File: src/rtl/http_request_byte_parser_assert.svh
// Assertion macros for the request parser.
// HRBP_ASSERT checks on every clock edge outside reset.
// HRBP_ASSERT_ALWAYS also checks while reset is held.
`ifndef HTTP_REQUEST_BYTE_PARSER_ASSERT_SVH
`define HTTP_REQUEST_BYTE_PARSER_ASSERT_SVH

`ifndef SYNTHESIS
`define HRBP_ASSERT(lbl, prop, msg) \
  lbl: assert property (@(posedge clk_i) disable iff (!rst_ni) (prop)) \
    else $error(msg);
`define HRBP_ASSERT_ALWAYS(lbl, prop, msg) \
  lbl: assert property (@(posedge clk_i) (prop)) else $error(msg);
`else
`define HRBP_ASSERT(lbl, prop, msg)
`define HRBP_ASSERT_ALWAYS(lbl, prop, msg)
`endif

`endif

File: src/rtl/hrbp_pkg.sv
package hrbp_pkg;

  // parse phases
  localparam logic [3:0] PH_START     = 4'd0;
  localparam logic [3:0] PH_METHOD    = 4'd1;
  localparam logic [3:0] PH_URI       = 4'd2;
  localparam logic [3:0] PH_VERSION   = 4'd3;
  localparam logic [3:0] PH_LINE_END  = 4'd4;
  localparam logic [3:0] PH_HDR_START = 4'd5;
  localparam logic [3:0] PH_HDR_NAME  = 4'd6;
  localparam logic [3:0] PH_HDR_VALUE = 4'd7;
  localparam logic [3:0] PH_BLANK     = 4'd8;
  localparam logic [3:0] PH_BODY      = 4'd9;
  localparam logic [3:0] PH_END       = 4'd10;

  // class of last accepted version character
  localparam logic [2:0] VC_NONE  = 3'd0;
  localparam logic [2:0] VC_H     = 3'd1;
  localparam logic [2:0] VC_T     = 3'd2;
  localparam logic [2:0] VC_P     = 3'd3;
  localparam logic [2:0] VC_SLASH = 3'd4;
  localparam logic [2:0] VC_DIGIT = 3'd5;
  localparam logic [2:0] VC_DOT   = 3'd6;

  // byte tags
  localparam logic [2:0] PART_NONE   = 3'd0;
  localparam logic [2:0] PART_METHOD = 3'd1;
  localparam logic [2:0] PART_URI    = 3'd2;
  localparam logic [2:0] PART_HNAME  = 3'd3;
  localparam logic [2:0] PART_HVALUE = 3'd4;
  localparam logic [2:0] PART_BODY   = 3'd5;

  localparam logic [7:0] CH_TAB   = 8'd9;
  localparam logic [7:0] CH_LF    = 8'd10;
  localparam logic [7:0] CH_CR    = 8'd13;
  localparam logic [7:0] CH_SPACE = 8'd32;
  localparam logic [7:0] CH_COLON = 8'd58;
  localparam logic [7:0] CH_DEL   = 8'd127;
  localparam logic [7:0] CH_CTL_MAX = 8'd31;

  localparam int unsigned OUT_DATA_W = 24;
  localparam int unsigned OUT_USER_W = 4;

  typedef struct packed {
    logic [3:0] phase;
    logic [2:0] vlast;
    logic [3:0] major;
    logic [3:0] minor;
    logic       valid;
  } state_t;

  typedef struct packed {
    logic [2:0] part;
    logic       hbeg;
    logic       bad;
  } tag_t;

endpackage

File: src/rtl/hrbp_step.sv
module hrbp_step (
  input  hrbp_pkg::state_t state_i,
  input  logic [7:0]       byte_i,
  output hrbp_pkg::state_t state_o,
  output hrbp_pkg::tag_t   tag_o
);

  function automatic logic is_ctl(input logic [7:0] c);
    return (c <= hrbp_pkg::CH_CTL_MAX) || (c == hrbp_pkg::CH_DEL);
  endfunction

  function automatic logic is_sep(input logic [7:0] c);
    logic r;
    unique case (c)
      "(", ")", "<", ">", "@", ",", ";", ":", "\\", "\"", "/", "[", "]",
      "?", "=", "{", "}", hrbp_pkg::CH_SPACE, hrbp_pkg::CH_TAB: r = 1'b1;
      default: r = 1'b0;
    endcase
    return r;
  endfunction

  function automatic logic is_token(input logic [7:0] c);
    return !c[7] && !is_ctl(c) && !is_sep(c);
  endfunction

  logic             digit;
  logic             bad;
  hrbp_pkg::state_t nxt;
  logic [2:0]       part;
  logic             hbeg;

  assign digit = (byte_i >= "0") && (byte_i <= "9");

  always_comb begin
    nxt  = state_i;
    part = hrbp_pkg::PART_NONE;
    hbeg = 1'b0;
    bad  = 1'b0;
    unique case (state_i.phase)
      hrbp_pkg::PH_START: begin
        if (!is_token(byte_i)) begin
          bad = 1'b1;
        end else begin
          part      = hrbp_pkg::PART_METHOD;
          nxt.phase = hrbp_pkg::PH_METHOD;
        end
      end
      hrbp_pkg::PH_METHOD: begin
        if (byte_i == hrbp_pkg::CH_SPACE) begin
          nxt.phase = hrbp_pkg::PH_URI;
        end else if (!is_token(byte_i)) begin
          bad = 1'b1;
        end else begin
          part = hrbp_pkg::PART_METHOD;
        end
      end
      hrbp_pkg::PH_URI: begin
        if (is_ctl(byte_i)) begin
          bad = 1'b1;
        end else if (byte_i == hrbp_pkg::CH_SPACE) begin
          nxt.phase = hrbp_pkg::PH_VERSION;
        end else begin
          part = hrbp_pkg::PART_URI;
        end
      end
      hrbp_pkg::PH_VERSION: begin
        priority if (byte_i == "H" && state_i.vlast == hrbp_pkg::VC_NONE) begin
          nxt.vlast = hrbp_pkg::VC_H;
        end else if (state_i.vlast == hrbp_pkg::VC_NONE) begin
          bad = 1'b1;
        end else if (byte_i == "T" && (state_i.vlast == hrbp_pkg::VC_H ||
                                       state_i.vlast == hrbp_pkg::VC_T)) begin
          nxt.vlast = hrbp_pkg::VC_T;
        end else if (byte_i == "P" && state_i.vlast == hrbp_pkg::VC_T) begin
          nxt.vlast = hrbp_pkg::VC_P;
        end else if (byte_i == "/" && state_i.vlast == hrbp_pkg::VC_P) begin
          nxt.vlast = hrbp_pkg::VC_SLASH;
        end else if (digit && state_i.vlast == hrbp_pkg::VC_SLASH) begin
          nxt.vlast = hrbp_pkg::VC_DIGIT;
          nxt.major = byte_i[3:0];  // ASCII digits carry their value in the low nibble
        end else if (byte_i == "." && state_i.vlast == hrbp_pkg::VC_DIGIT) begin
          nxt.vlast = hrbp_pkg::VC_DOT;
        end else if (digit && state_i.vlast == hrbp_pkg::VC_DOT) begin
          nxt.vlast = hrbp_pkg::VC_DIGIT;
          nxt.minor = byte_i[3:0];
        end else if (byte_i == hrbp_pkg::CH_CR && state_i.vlast == hrbp_pkg::VC_DIGIT) begin
          nxt.phase = hrbp_pkg::PH_LINE_END;
        end else begin
          bad = 1'b1;
        end
      end
      hrbp_pkg::PH_LINE_END: begin
        if (byte_i != hrbp_pkg::CH_LF) begin
          bad = 1'b1;
        end else begin
          nxt.phase = hrbp_pkg::PH_HDR_START;
        end
      end
      hrbp_pkg::PH_HDR_START: begin
        if (byte_i == hrbp_pkg::CH_CR) begin
          nxt.phase = hrbp_pkg::PH_BLANK;
        end else begin
          part      = hrbp_pkg::PART_HNAME;
          hbeg      = 1'b1;
          nxt.phase = hrbp_pkg::PH_HDR_NAME;
        end
      end
      hrbp_pkg::PH_HDR_NAME: begin
        if (byte_i == hrbp_pkg::CH_COLON) begin
          nxt.phase = hrbp_pkg::PH_HDR_VALUE;
        end else begin
          part = hrbp_pkg::PART_HNAME;
        end
      end
      hrbp_pkg::PH_HDR_VALUE: begin
        if (byte_i == hrbp_pkg::CH_CR) begin
          nxt.phase = hrbp_pkg::PH_LINE_END;
        end else if (byte_i != hrbp_pkg::CH_SPACE) begin
          part = hrbp_pkg::PART_HVALUE;
        end
      end
      hrbp_pkg::PH_BLANK: begin
        if (byte_i != hrbp_pkg::CH_LF) begin
          bad = 1'b1;
        end else begin
          nxt.valid = 1'b1;
          nxt.phase = hrbp_pkg::PH_BODY;
        end
      end
      hrbp_pkg::PH_BODY: begin
        if (byte_i == hrbp_pkg::CH_CR) begin
          nxt.phase = hrbp_pkg::PH_END;
        end else begin
          nxt.valid = 1'b0;
          part      = hrbp_pkg::PART_BODY;
        end
      end
      hrbp_pkg::PH_END: begin
        if (byte_i != hrbp_pkg::CH_LF) begin
          bad = 1'b1;
        end else begin
          nxt.valid = 1'b1;
        end
      end
      default: bad = 1'b1;  // unreachable phase codes
    endcase
  end

  // an error leaves the whole state untouched, clears the tag's part and header-begin fields and sets its bad flag
  always_comb begin
    state_o    = bad ? state_i : nxt;
    tag_o.part = bad ? hrbp_pkg::PART_NONE : part;
    tag_o.hbeg = bad ? 1'b0 : hbeg;
    tag_o.bad  = bad;
  end

endmodule

File: src/rtl/http_request_byte_parser.sv
// Path: an accepted item passes through the input register, then the result register,
// and waits there while the output is stalled.
// Throughput: one item per cycle while the output is not stalled; the phase update for one
// byte fits between the input register and the result register.
// Reset: asynchronous, active low; clears the parse state to the start phase with
// no version data and both stages empty.
`include "http_request_byte_parser_assert.svh"

module http_request_byte_parser (
  input  logic        clk_i,
  input  logic        rst_ni,
  input  logic        s_axis_tvalid,
  output logic        s_axis_tready,
  input  logic [7:0]  s_axis_tdata,   // [7:0] data_byte
  output logic        m_axis_tvalid,
  input  logic        m_axis_tready,
  // [7:0] byte_out, [8] bad_req, [9] request_valid, [13:10] phase_out,
  // [17:14] major_version, [21:18] minor_version, [23:22] zero
  output logic [hrbp_pkg::OUT_DATA_W-1:0] m_axis_tdata,
  // [2:0] part, [3] header_begin
  output logic [hrbp_pkg::OUT_USER_W-1:0] m_axis_tuser
);

  logic             in_valid_q;
  logic [7:0]       in_byte_q;
  logic             out_valid_q;
  logic [hrbp_pkg::OUT_DATA_W-1:0] out_data_q, out_data_d;
  logic [hrbp_pkg::OUT_USER_W-1:0] out_user_q, out_user_d;
  hrbp_pkg::state_t state_q, state_d;
  hrbp_pkg::tag_t   tag;
  logic             out_free;
  logic             adv;

  assign out_free      = !out_valid_q || m_axis_tready;
  assign adv           = in_valid_q && out_free;
  assign s_axis_tready = !in_valid_q || out_free;

  hrbp_step u_step (
    .state_i (state_q),
    .byte_i  (in_byte_q),
    .state_o (state_d),
    .tag_o   (tag)
  );

  assign out_data_d = {2'b00, state_d.minor, state_d.major, state_d.phase,
                       state_d.valid, tag.bad, in_byte_q};
  assign out_user_d = {tag.hbeg, tag.part};

  always_ff @(posedge clk_i or negedge rst_ni) begin
    if (!rst_ni) begin
      in_valid_q <= 1'b0;
    end else if (s_axis_tvalid && s_axis_tready) begin
      in_valid_q <= 1'b1;
    end else if (adv) begin
      in_valid_q <= 1'b0;
    end
  end

  always_ff @(posedge clk_i) begin
    if (s_axis_tvalid && s_axis_tready) begin
      in_byte_q <= s_axis_tdata;
    end
  end

  always_ff @(posedge clk_i or negedge rst_ni) begin
    if (!rst_ni) begin
      out_valid_q <= 1'b0;
      state_q     <= '{phase: hrbp_pkg::PH_START, vlast: hrbp_pkg::VC_NONE,
                       major: 4'd0, minor: 4'd0, valid: 1'b0};
    end else if (adv) begin
      out_valid_q <= 1'b1;
      state_q     <= state_d;
    end else if (m_axis_tready) begin
      out_valid_q <= 1'b0;
    end
  end

  always_ff @(posedge clk_i) begin
    if (adv) begin
      out_data_q <= out_data_d;
      out_user_q <= out_user_d;
    end
  end

  assign m_axis_tvalid = out_valid_q;
  assign m_axis_tdata  = out_data_q;
  assign m_axis_tuser  = out_user_q;

  // the shown phase is always the live state, since both load on the same edge
  `HRBP_ASSERT(a_phase_tracks, out_valid_q |-> (out_data_q[13:10] == state_q.phase), "phase")
  `HRBP_ASSERT(a_bad_no_tag, (out_valid_q && out_data_q[8]) |-> (out_user_q == '0), "tag")
  `HRBP_ASSERT(a_hbeg_phase, (out_valid_q && out_user_q[3]) |-> state_q.phase == hrbp_pkg::PH_HDR_NAME, "hbeg")
  `HRBP_ASSERT(a_bad_holds, (adv && tag.bad) |=> $stable(state_q), "state moved on error")
  `HRBP_ASSERT(a_idle_holds, !adv |=> $stable(state_q), "state moved without item")
  `HRBP_ASSERT_ALWAYS(a_reset_empty, !rst_ni |=> (!out_valid_q && !in_valid_q), "not empty in reset")

endmodule
File: config.mk
export PLATFORM = sky130hd
export DESIGN_NAME = http_request_byte_parser
export DESIGN_NICKNAME = d
export VERILOG_FILES = /design/src/rtl/hrbp_pkg.sv /design/src/rtl/hrbp_step.sv /design/src/rtl/http_request_byte_parser.sv
export VERILOG_INCLUDE_DIRS = /design/src /design/src/rtl
export SDC_FILE = /design/constraint.sdc
export NUM_CORES = 1
export LEC_CHECK = 0
export ABC_AREA = 1
export BUFFER_PORTS_ARGS = -buffer_cell sky130_fd_sc_hd__buf_4
export CAP_MARGIN = 30
export CELL_PAD_IN_SITES_DETAIL_PLACEMENT = 1
export CELL_PAD_IN_SITES_GLOBAL_PLACEMENT = 1
export CORE_ASPECT_RATIO = 0.6
export CORE_UTILIZATION = 42
export DETAILED_ROUTE_END_ITERATION = 8
export GPL_TIMING_DRIVEN = 0
export PLACE_DENSITY_LB_ADDON = 0.3
export SYNTH_ARGS = -nofsm -noshare
export SYNTH_HDL_FRONTEND = slang
export SYNTH_SLANG_ARGS = --single-unit
File: constraint.sdc
create_clock -name clk_i -period 2.79 [get_ports clk_i]
set_input_delay 0.1395 -clock clk_i [delete_from_list [all_inputs] [get_ports clk_i]]
set_output_delay 0.1395 -clock clk_i [all_outputs]
set_load 0.02 [all_outputs]
==> results of run 1 <==
==> cells by family (layout without fill, tap and decap cells) <==
group,after synthesis,after routing,synth area share (%)
compound gates,46,46,9.47
buf+inv,47,96,6.52
flops,52,52,51.8
other cells,1,2,0.132
simple gates,191,191,32.1
==> layout by cell type, fill, tap and decap left out, types with 2 or more instances in the layout <==
cell type,count
sky130_fd_sc_hd__edfxtp_1,34
sky130_fd_sc_hd__dfrtp_1,18
sky130_fd_sc_hd__nand2_2,7
sky130_fd_sc_hd__buf_4,41
sky130_fd_sc_hd__conb_1,2
sky130_fd_sc_hd__a21oi_1,2
sky130_fd_sc_hd__a31oi_1,4
sky130_fd_sc_hd__nor2_2,7
sky130_fd_sc_hd__nand3_2,6
sky130_fd_sc_hd__nor2_1,41
sky130_fd_sc_hd__nand4_1,9
sky130_fd_sc_hd__nand2_1,90
sky130_fd_sc_hd__o21bai_1,3
sky130_fd_sc_hd__o22ai_1,2
sky130_fd_sc_hd__dlygate4sd3_1,2
sky130_fd_sc_hd__o21ai_0,29
sky130_fd_sc_hd__nand3_1,21
sky130_fd_sc_hd__nor2_4,4
sky130_fd_sc_hd__clkbuf_16,5
sky130_fd_sc_hd__inv_2,10
sky130_fd_sc_hd__inv_1,31
sky130_fd_sc_hd__nor3_1,2
==> metal layers <==
layer / vias to the layer above / wire, um / GRT usage (%)
met5: - / 0 / 0
met4: 0 / 70 / 5.31
met3: 10 / 521 / 5.85
met2: 83 / 3640 / 40.4
met1: 1285 / 3950 / 36.3
li1: 1211 / - / -
==> layout make-up <==
class | instances | area (sq um) | share of cell area (%)
timing repair buffer | 41 | 313 | 9.17
sequential | 52 | 1470 | 43.1
buffer | 5 | 28.8 | 0.844
multi-input combinational | 239 | 1190 | 34.8
tap | 84 | 105 | 3.08
clock buffer | 5 | 125 | 3.67
clock inverter | 3 | 21.3 | 0.624
inverter | 42 | 158 | 4.62
==> registers in the layout (all words and copies together), names as in the netlist <==
signal and count:
m_axis_tdata 22, state_q 16, in_byte_q 8, m_axis_tuser 4
in_valid_q 1, m_axis_tvalid 1
==> power groups by stage <==
stage               logic, mW  clock network [mW]  registers, mW
floorplan               0.313                   0           1.20
global placement        0.607                   0           1.11
detailed placement      0.653                   0           1.13
CTS                     0.660               0.633           1.12
global route            0.728               0.666           1.13
finish                  0.657               0.621           1.12
==> path summary, 6_finish.rpt <==
kind	endpoint	slack, ps	cells past startpoint
hold / removal	in_byte_q[3]	10	1
setup / recovery	state_q[7]	690	5
min in group asynchronous	state_q[8]	250	2
setup reg to reg	state_q[7]	690	5
hold reg to reg	m_axis_tdata[6]	520	0
max in group asynchronous	state_q[10]	2300	2
==> stage by stage <==
step | instance area (sq um) | cells | power [mW] | util [%] | setup slack [ps]
6_report | 3410 | 471 | 2.40 | 53.9 | 686
5_1_grt | 3410 | 471 | 2.53 | 53.9 | 496
3_3_place_gp | 3240 | 461 | 1.72 | 51.2 | 186
2_1_floorplan | 2850 | 338 | 1.51 | - | 725
4_1_cts | 3400 | 470 | 2.41 | 53.7 | 610
3_5_place_dp | 3240 | 461 | 1.78 | 51.2 | 669
==> out/metrics.yaml, run 1 <==
pin_count_of_the_biggest_net_entering_global_routing: 36
place_hpwl_mm: 6.28
timing.clock.skew_ps: 12.0
critPathCaptureType: "register"
min_period_ps: 2100
power_frac_clock_pct: 25.9
synthesis.instances: 337
cpPeakStageDelay_ps: 610
clock-sinks: 52
cts.htree.levels: 2
nFillCells: 782
first_global_vias: 2628
grt_overflow: 0
yosysMostFrequentCell: "sky130_fd_sc_hd__nand2_1"
final_routed_wire_length_divided_by_cell_count_um: 17.4
power.share.combinational_pct: 27.4
chipWidth_um: 108
cts.hold.buffers_added: 1
critical_path_required_ps: 2980
vdd.ir_drop.worst_mv: 0.407
floorplan.io_pins: 42
synth.avg_cell_area_sq_um: 8.43
ctsResizeCount: 0
insertedDiodeCount: 0
detailroute.via_count: 2589
synth_top_area_cell: "sky130_fd_sc_hd__edfxtp_1"
synth.distinct_cells: 33
startpoint_type: "register"
clkSlewWorstSetupHoldPaths_ps: 70
critical_path_arrival_ps: 2290
synth-async-reset-ratio_pct: 34.6
pwr_density_cell_nw_per_um2: 703
min-delay-path-class: "primary input to register"
slew_violations: 0
netSwitchingPower_mw: 0.818
grt_first_pass_wirelength_mm: 13.4
relSlewSlack_pct: 42.0
crit_chain: "nand2_1 > nand2_1 > clkinv_1 > clkbuf_2 > o21ai_0"
worst_hold_slack_ps: 9.98
post_drt_via_cell_ratio: 5.50
leakagePower_nw: 1.51
synth_sequential_area_ratio_pct: 51.8
cts_max_path_buffers: 2
die_area_sq_um: 7110
worstPathMaxFanout: 35
start_point_of_the_worst_min_delay_path: "s_axis_tdata[3]"
pwr-share-seq_pct: 46.7
drive_above_1_share_pct: 23.8
drtIter0Drc: 174
sw_frac_of_total_pct: 34.1
worstReg2RegStart: "m_axis_tvalid"
grt_setup_unrepaired: "no"
port_buffers: 39
syn_area_sq_um: 2840
crit_slowest_cell: "sky130_fd_sc_hd__clkbuf_2"
grt_util_all_layers_pct: 25.7
synth_top_cells_by_area: "sky130_fd_sc_hd__edfxtp_1 (36%), sky130_fd_sc_hd__dfrtp_1 (16%), sky130_fd_sc_hd__nand2_1 (12%), sky130_fd_sc_hd__nor2_1 (5.4%), sky130_fd_sc_hd__o21ai_0 (5.1%)"
finalSetupTns_ps: 0
drt-total-wl_mm: 8.18
core.rowCount: 22
drt_first_pass_iters: 5
worst_skew_pair.late_latency_ps: 300
clock_tree_from_tritoncts: "built"
run_status: "completed"
setup-violations-final: 0
final_net_count: 398
remaining_drc_errors: 0
share_of_the_synthesized_area_in_the_top_cell_type_pct: 35.9
ant_nets: 0
start_util_pct: 44.9
synthesis.yosys.warnings: 0
critical_path.most_common_cell: "sky130_fd_sc_hd__nand2_1"
timing_worst_slew_pin_value_ps: 870
drv_cap: 0
achievable-frequency_mhz: 475
die_h_um: 65.7
synth.ff_latch_count: 52
synth.cells.most_frequent: "sky130_fd_sc_hd__nand2_1 (90), sky130_fd_sc_hd__nor2_1 (41), sky130_fd_sc_hd__edfxtp_1 (34)"
post_cts_setup_buffer_count: 0
core-area_sq_um: 6330
postSynth.topFlopCell: "sky130_fd_sc_hd__edfxtp_1"
number_of_buffers_created_by_cts: 5
timing.critical_path.max_delay_family: "buffers and inverters"
buffers_and_inverters_on_the_worst_path: 2
final.period_utilization_pct: 75.4
timing.final.hold_violations: 0
timing.setup.critical_path_class: "register to register"
syn2layout_area_growth_pct: 20.0
clockRootBuffer: "sky130_fd_sc_hd__clkbuf_16"
worst_setup_path_startpoint: "m_axis_tvalid"
antenna_found_initial: 0
internal_power_mw: 1.58
synth_edf_count: 34
last_weighted_congestion_value_of_the_routability_driven_placer: 0.906
No activity file was read; power rests on OpenSTA's default activity.
==> run 2, diff against run 1 <==
--- a/config.mk
+++ b/config.mk
@@ -6,13 +6,13 @@
 export SDC_FILE = /design/constraint.sdc
 export NUM_CORES = 1
 export LEC_CHECK = 0
-export ABC_AREA = 1
+export ABC_AREA = 0
 export BUFFER_PORTS_ARGS = -buffer_cell sky130_fd_sc_hd__buf_4
 export CAP_MARGIN = 30
 export CELL_PAD_IN_SITES_DETAIL_PLACEMENT = 1
 export CELL_PAD_IN_SITES_GLOBAL_PLACEMENT = 1
 export CORE_ASPECT_RATIO = 0.6
-export CORE_UTILIZATION = 42
+export CORE_UTILIZATION = 41
 export DETAILED_ROUTE_END_ITERATION = 8
 export GPL_TIMING_DRIVEN = 0
 export PLACE_DENSITY_LB_ADDON = 0.3
==> constraint.sdc (replaced) <==
create_clock -name clk_i -period 1.8 [get_ports clk_i]
set_input_delay 0.09 -clock clk_i [delete_from_list [all_inputs] [get_ports clk_i]]
set_output_delay 0.09 -clock clk_i [all_outputs]
set_load 0.02 [all_outputs]
==> run 2 against run 1 <==
Against the previous run:
- the flow now finishes with violations (negative setup slack)
- critical path type unchanged
- final cell count is 8.3% lower
- first-iteration DRC count is 32% higher
- power is 27% higher
- setup slack worse by 1600 ps
- via count is 4.7% higher
- largest cell class is now multi-input gates
- clock skew is 5.4 ps lower
- largest power group unchanged
- critical path depth is 2 higher
- hold slack better by 66 ps
==> out/metrics.yaml, run 2 <==
cts.htree.levels: 2  # unchanged
drt_first_pass_iters: 4  # was 5
synthesis.yosys.warnings: 0  # unchanged
violated_checks: "negative setup slack"
final_net_count: 356  # was 398
cts_max_path_buffers: 2  # unchanged
min_period_ps: 2750  # was 2100 ps
layout.cells.most_common: "sky130_fd_sc_hd__buf_4"  # was sky130_fd_sc_hd__nand2_1
layout.cell_area.non_filler_sq_um: 4350  # was 3410 sq um
dpl_cell_area_sq_um: 3360  # was 3240 sq um
vdd.ir_drop.worst_mv: 0.539  # was 0.407 mV
timing_worst_slew_pin_value_ps: 776  # was 870 ps
post_drt_via_cell_ratio: 6.27  # was 5.50
port_buffers: 39  # unchanged
timing.hold.worst_path_depth: 3  # was 1
worstPathMaxFanout: 5  # was 35
routed_length_on_met3_um: 815  # was 521 um
final_routed_wire_length_divided_by_cell_count_um: 27.5  # was 17.4 um
timing.final.hold_violations: 0  # unchanged
synth.distinct_cells: 71  # was 33
grt_first_pass_wirelength_mm: 15.0  # was 13.4 mm
clkSlewWorstSetupHoldPaths_ps: 70  # about the same
syn_area_sq_um: 2880  # was 2840 sq um
synth_top_cells_by_area: "sky130_fd_sc_hd__edfxtp_1 (35%), sky130_fd_sc_hd__dfrtp_1 (16%), sky130_fd_sc_hd__mux2_2 (6.2%), sky130_fd_sc_hd__nor2_1 (2.0%), sky130_fd_sc_hd__nand2_1 (1.7%)"  # was sky130_fd_sc_hd__edfxtp_1 (36%), sky130_fd_sc_hd__dfrtp_1 (16%), sky130_fd_sc_hd__nand2_1 (12%), sky130_fd_sc_hd__nor2_1 (5.4%), sky130_fd_sc_hd__o21ai_0 (5.1%)
drv_cap: 0  # unchanged
yosysMostFrequentCell: "sky130_fd_sc_hd__edfxtp_1"  # was sky130_fd_sc_hd__nand2_1
achievable-frequency_mhz: 363  # was 475 MHz
first_global_vias: 2629  # was 2628
worst_hold_slack_ps: 75.6  # was 9.98 ps
setup-violations-final: 34  # was 0
number_of_flip_flops_in_the_largest_register: 22  # unchanged
postSynth.topFlopCell: "sky130_fd_sc_hd__edfxtp_1"  # unchanged
number_of_buffers_created_by_cts: 5  # unchanged
timing.clock.skew_ps: 6.60  # was 12.0 ps
drive_above_1_share_pct: 52.5  # was 23.8%
synth_edf_count: 34  # unchanged
final_cell_mix: "sky130_fd_sc_hd__buf_4 (72), sky130_fd_sc_hd__edfxtp_1 (34), sky130_fd_sc_hd__buf_6 (24)"  # was sky130_fd_sc_hd__nand2_1 (90), sky130_fd_sc_hd__nor2_1 (41), sky130_fd_sc_hd__buf_4 (41)
slew_violations: 0  # unchanged
synth-async-reset-ratio_pct: 34.6  # unchanged
floorplan.io_pins: 42  # unchanged
clock-sinks: 52  # unchanged
ant_nets: 0  # unchanged
die_area_sq_um: 7380  # was 7110 sq um
antenna_found_initial: 0  # unchanged
top_layer_used: "met4"  # unchanged
min-delay-path-class: "primary input to register"  # unchanged
drt-total-wl_mm: 11.9  # was 8.18 mm
synth.cells.most_frequent: "sky130_fd_sc_hd__edfxtp_1 (34), sky130_fd_sc_hd__dfrtp_1 (18), sky130_fd_sc_hd__mux2_2 (16)"  # was sky130_fd_sc_hd__nand2_1 (90), sky130_fd_sc_hd__nor2_1 (41), sky130_fd_sc_hd__edfxtp_1 (34)
worst_reg2reg_path_length_in_cells: 7  # was 5
die_h_um: 67.0  # was 65.7 um
leakagePower_nw: 1.75  # was 1.51 nW
grt_overflow: 0  # unchanged
chipWidth_um: 110  # was 108 um
worst_skew_pair.late_latency_ps: 300  # about the same
share_of_the_synthesized_area_in_the_top_cell_type_pct: 35.4  # was 35.9%
insertedDiodeCount: 0  # unchanged
startpoint_type: "register"  # unchanged
timing.setup.critical_path_class: "register to register"  # unchanged
relSlewSlack_pct: 47.9  # was 42.0%
detailroute.via_count: 2710  # was 2589
critPathCaptureType: "register"  # unchanged
synth_top_area_cell: "sky130_fd_sc_hd__edfxtp_1"  # unchanged
syn2layout_area_growth_pct: 50.8  # was 20.0%
core-area_sq_um: 6730  # was 6330 sq um
synth_sequential_area_ratio_pct: 51.0  # was 51.8%
grt_util_all_layers_pct: 28.6  # was 25.7%
last_weighted_congestion_value_of_the_routability_driven_placer: 0.842  # was 0.906
pwr_density_cell_nw_per_um2: 700  # was 703 nW/um^2
dr_wl_met2_mm: 5.42  # was 3.64 mm
clock_tree_from_tritoncts: "built"  # unchanged
start_util_pct: 42.8  # was 44.9%
nFillCells: 671  # was 782
core.rowCount: 23  # was 22
synthesis.instances: 237  # was 337
clockRootBuffer: "sky130_fd_sc_hd__clkbuf_16"  # unchanged
grt_setup_unrepaired: "yes"  # was no
synth.avg_cell_area_sq_um: 12.2  # was 8.43 sq um
critical_path_arrival_ps: 2910  # was 2290 ps
drtIter0Drc: 229  # was 174
critical_path_required_ps: 1960  # was 2980 ps
m1WireLength_mm: 5.17  # was 3.95 mm
remaining_drc_errors: 0  # unchanged
run_status: "finished with violations"  # was completed
place_hpwl_mm: 5.13  # was 6.28 mm
final.period_utilization_pct: 153  # was 75.4%
pin_count_of_the_biggest_net_entering_global_routing: 19  # was 36
synth.ff_latch_count: 52  # unchanged
setup_slack_ps: -951  # was 686 ps
## run 2: worst paths after layout
check / start / end / slack, ps
hold reg to reg: in_byte_q[5] / m_axis_tdata[5] / 460
hold / removal: m_axis_tready / m_axis_tvalid / 80
setup reg to reg: in_byte_q[0] / state_q[14] / -950
setup / recovery: in_byte_q[0] / state_q[14] / -950
max in group asynchronous: rst_ni / m_axis_tvalid / 1360
min in group asynchronous: rst_ni / state_q[13] / 200
## run 2: final cells by class
type | count | area (sq um) | area share (%)
buffer | 18 | 143 | 3.28
clock buffer | 6 | 139 | 3.19
clock inverter | 2 | 10.0 | 0.230
inverter | 3 | 15.0 | 0.345
multi-input combinational | 165 | 1620 | 37.2
sequential | 52 | 1470 | 33.9
tap | 87 | 109 | 2.50
timing repair buffer | 98 | 835 | 19.2
timing repair inverter | 1 | 7.51 | 0.173
## run 2: per-stage QoR
step,total power [mW],setup TNS (ps),utilization (%),setup slack (ps),cells
after floorplan,1.67,-4080,-,-525,238
after global placement,1.82,-10440,49.9,-830,364
after detailed placement,1.83,-11610,49.9,-859,364
after CTS,2.91,-10530,60.2,-641,416
after global routing,3.13,-20010,64.6,-1000,432
final,3.05,-18980,64.6,-951,432
## run 2: worst max-delay path: stages (launching register included)
cell and delay (ps):
sky130_fd_sc_hd__edfxtp_1 530, sky130_fd_sc_hd__nor3_1 700, sky130_fd_sc_hd__and4_1 350, sky130_fd_sc_hd__or4_4 160
sky130_fd_sc_hd__o21ai_4 90, sky130_fd_sc_hd__buf_6 150, sky130_fd_sc_hd__o41ai_1 470, sky130_fd_sc_hd__o21ai_1 150
## run 2: per-layer routing
metal / up-vias / track usage [%]
met5: - / 0
met4: 0 / 14.3
met3: 42 / 5.68
met2: 148 / 43.1
met1: 1391 / 39.0
li1: 1129 / -
## run 2: power by group
group / internal, mW / leakage [nW] / switching, mW / total (mW)
Clock: 0.550 / 0.0766 / 0.443 / 0.993
Combinational: 0.273 / 1.11 / 0.382 / 0.655
Sequential: 1.35 / 0.565 / 0.0465 / 1.40
Total: 2.17 / 1.75 / 0.872 / 3.05
## run 2: cell families after synthesis
kind of cell           after synthesis  synth area share, %
DFF                                 52                 51.0
AOI/OAI and AO/OA                   47                 13.9
and+or+nand+nor                     96                 22.9
buffers and inverters               21                 4.38
other                                1                0.130
muxes                               20                 7.72
## run 2: repair_timing
action,CTS,global route
resized for setup,45,41
setup endpoints to repair,32,34
gates cloned,1,1
buffers inserted,33,18
hold buffers,10,0
pin swaps,13,13
endpoints found under the hold margin,27,0
==> run 3, diff against run 2 <==
--- a/config.mk
+++ b/config.mk
@@ -12,6 +12,7 @@
 export CELL_PAD_IN_SITES_DETAIL_PLACEMENT = 1
 export CELL_PAD_IN_SITES_GLOBAL_PLACEMENT = 1
 export CORE_ASPECT_RATIO = 0.6
+export CORE_MARGIN = 2
 export CORE_UTILIZATION = 41
 export DETAILED_ROUTE_END_ITERATION = 8
 export GPL_TIMING_DRIVEN = 0
==> run 3 against run 2 <==
Against the previous run:
- the run ends with negative hold slack, negative setup slack left
- wire length up 3.8%
- fmax increased by 3.8%
- non-clock buffer count fell by 1
- clock power fell by 2%
- first-iteration DRC count shrank 15%
- sequential share of layout area up 0.098 points
- sequential cell count is the same
==> out/metrics.yaml, run 3 (synthesis results as in run 2) <==
run_status: "finished with violations"  # unchanged
violated_checks: "negative hold slack, negative setup slack"  # was negative setup slack
critical_path_required_ps: 1840  # was 1960 ps
remaining_drc_errors: 0  # unchanged
clkSlewWorstSetupHoldPaths_ps: 70  # about the same
syn2layout_area_growth_pct: 50.4  # was 50.8%
drv_cap: 0  # unchanged
final_net_count: 356  # unchanged
drtIter0Drc: 194  # was 229
buffers_and_inverters_on_the_worst_path: 2  # was 1
timing.final.hold_violations: 1  # was 0
grt_first_pass_wirelength_mm: 15.9  # was 15.0 mm
grt_setup_unrepaired: "yes"  # unchanged
pwr_density_cell_nw_per_um2: 701  # was 700 nW/um^2
finalCoreUtilization_pct: 64.4  # was 64.6%
finalSetupTns_ps: -15790  # was -18980 ps
worst_hold_slack_ps: -11.6  # was 75.6 ps
clock_tree_from_tritoncts: "built"  # unchanged
final-seq-area_sq_um: 1470  # unchanged
crit_slowest_cell: "sky130_fd_sc_hd__or4_4"  # was sky130_fd_sc_hd__nor3_1
startpoint_type: "register"  # unchanged
placedCellCount: 364  # unchanged
min-delay-path-class: "primary input to register"  # unchanged
relSlewSlack_pct: 38.8  # was 47.9%
setup_slack_ps: -851  # was -951 ps
power.share.combinational_pct: 22.0  # was 21.5%
power_frac_clock_pct: 32.1  # was 32.6%
minimum_setup_slack_after_placement_ps: -888  # was -859 ps
timing_worst_slew_pin_value_ps: 894  # was 776 ps
p_total_mw: 3.04  # was 3.05 mW
antenna_found_initial: 0  # unchanged
last_weighted_congestion_value_of_the_routability_driven_placer: 0.859  # was 0.842
clockRootBuffer: "sky130_fd_sc_hd__clkbuf_16"  # unchanged
netSwitchingPower_mw: 0.895  # was 0.872 mW
setup-violations-final: 34  # unchanged
drt-total-wl_mm: 12.3  # was 11.9 mm
post_drt_via_cell_ratio: 6.28  # was 6.27
floorplan.io_pins: 42  # unchanged
start_util_pct: 42.8  # unchanged
number_of_flip_flops_in_the_largest_register: 22  # unchanged
grt_overflow: 0  # unchanged
internal_power_mw: 2.15  # was 2.17 mW
vdd.ir_drop.worst_mv: 0.528  # was 0.539 mV
place_hpwl_mm: 5.17  # was 5.13 mm
cts.htree.levels: 2  # unchanged
worst_skew_pair.late_latency_ps: 300  # about the same
final.period_utilization_pct: 147  # was 153%
die_h_um: 69.0  # was 67.0 um
drive_above_1_share_pct: 52.5  # unchanged
critical_path_arrival_ps: 2690  # was 2910 ps
final_routed_wire_length_divided_by_cell_count_um: 28.5  # was 27.5 um
timing.setup.critical_path_class: "register to register"  # unchanged
leakagePower_nw: 1.76  # was 1.75 nW
core-area_sq_um: 6730  # unchanged
worstPathMaxFanout: 6  # was 5
nFillCells: 686  # was 671
drt_first_pass_iters: 5  # was 4
multi_input_area_sq_um: 1620  # about the same
layoutNonFillerInstCount: 432  # unchanged
dpl_cell_area_sq_um: 3360  # unchanged
insertedDiodeCount: 0  # unchanged
achievable-frequency_mhz: 377  # was 363 MHz
layout.cells.most_common: "sky130_fd_sc_hd__buf_4"  # unchanged
sw_frac_of_total_pct: 29.4  # was 28.6%
cts_max_path_buffers: 2  # unchanged
min_period_ps: 2650  # was 2750 ps
die_area_sq_um: 7740  # was 7380 sq um
pin_count_of_the_biggest_net_entering_global_routing: 19  # unchanged
cpPeakStageDelay_ps: 570  # was 700 ps
first_global_vias: 2665  # was 2629
final_cell_mix: "sky130_fd_sc_hd__buf_4 (76), sky130_fd_sc_hd__edfxtp_1 (34), sky130_fd_sc_hd__buf_6 (19)"  # was sky130_fd_sc_hd__buf_4 (72), sky130_fd_sc_hd__edfxtp_1 (34), sky130_fd_sc_hd__buf_6 (24)
detailroute.via_count: 2714  # was 2710
layout.cell_area.non_filler_sq_um: 4340  # was 4350 sq um
slew_violations: 0  # unchanged
critPathCaptureType: "register"  # unchanged
clock-sinks: 52  # unchanged
port_buffers: 39  # unchanged
chipWidth_um: 112  # was 110 um
crit_chain: "buf_4 > o21ai_0 > and4b_4 > or4_4 > o21ai_4 > buf_6 > a211oi_1 > a2bb2oi_1"  # was nor3_1 > and4_1 > or4_4 > o21ai_4 > buf_6 > o41ai_1 > o21ai_1
number_of_buffers_created_by_cts: 5  # unchanged
ant_nets: 0  # unchanged
timing.clock.skew_ps: 7.61  # was 6.60 ps
core.rowCount: 23  # unchanged
pwr-share-seq_pct: 45.8  # was 45.9%
grt_util_all_layers_pct: 27.9  # was 28.6%
timing.critical_path.max_delay_family: "simple AND/OR/NAND/NOR gates"  # unchanged
==> run 3: cell type report <==
| cell class | count | share of cell area (%) |
|---|---|---|
| sequential | 52 | 33.9 |
| buffer | 18 | 3.14 |
| timing repair buffer | 97 | 19.4 |
| tap | 87 | 2.51 |
| clock buffer | 7 | 3.06 |
| multi-input combinational | 166 | 37.3 |
| timing repair inverter | 1 | 0.173 |
| clock inverter | 1 | 0.0865 |
| inverter | 3 | 0.346 |
==> run 3: what timing repair did <==
item                                    CTS  global route
cloned                                    2             0
setup buffers                            36            14
gates resized for setup                  40            34
endpoints found under the setup margin   31            34
endpoints found under the hold margin    26             0
pin swaps                                17             9
hold buffers                              9             0
==> run 3: path summary, 6_finish.rpt <==
check                              start  cells past startpoint  slack (ps)               end
setup / recovery            in_byte_q[3]                      8        -850  m_axis_tdata[10]
hold / removal             s_axis_tvalid                      2         -10        in_valid_q
setup reg to reg            in_byte_q[3]                      8        -850  m_axis_tdata[10]
hold reg to reg               state_q[1]                      1         520        state_q[1]
max in group asynchronous         rst_ni                      2        1340     m_axis_tvalid
min in group asynchronous         rst_ni                      2         220        state_q[1]
==> run 3: worst reg2reg max path: stages, from the launching register on <==
cell	delay, ps
sky130_fd_sc_hd__edfxtp_1	500
sky130_fd_sc_hd__buf_4	210
sky130_fd_sc_hd__o21ai_0	150
sky130_fd_sc_hd__and4b_4	270
sky130_fd_sc_hd__or4_4	570
sky130_fd_sc_hd__o21ai_4	290
sky130_fd_sc_hd__buf_6	180
sky130_fd_sc_hd__a211oi_1	60
sky130_fd_sc_hd__a2bb2oi_1	160
==> run 3: metal layers <==
layer  routed length (um)  global-route usage [%]  up-vias
met2                 5760                    45.3      167
met5                    0                       0        -
li1                     -                       -     1131
met1                 5190                    38.1     1382
met4                  344                    8.69        0
met3                 1020                    6.21       34
==> run 3: power groups by stage <==
stage / Sequential [mW] / Combinational [mW] / Clock [mW]
CTS: 1.39 / 0.562 / 0.946
finish: 1.39 / 0.670 / 0.978
floorplan: 1.46 / 0.208 / 0
global placement: 1.41 / 0.411 / 0
detailed placement: 1.41 / 0.418 / 0
global route: 1.40 / 0.689 / 1.01
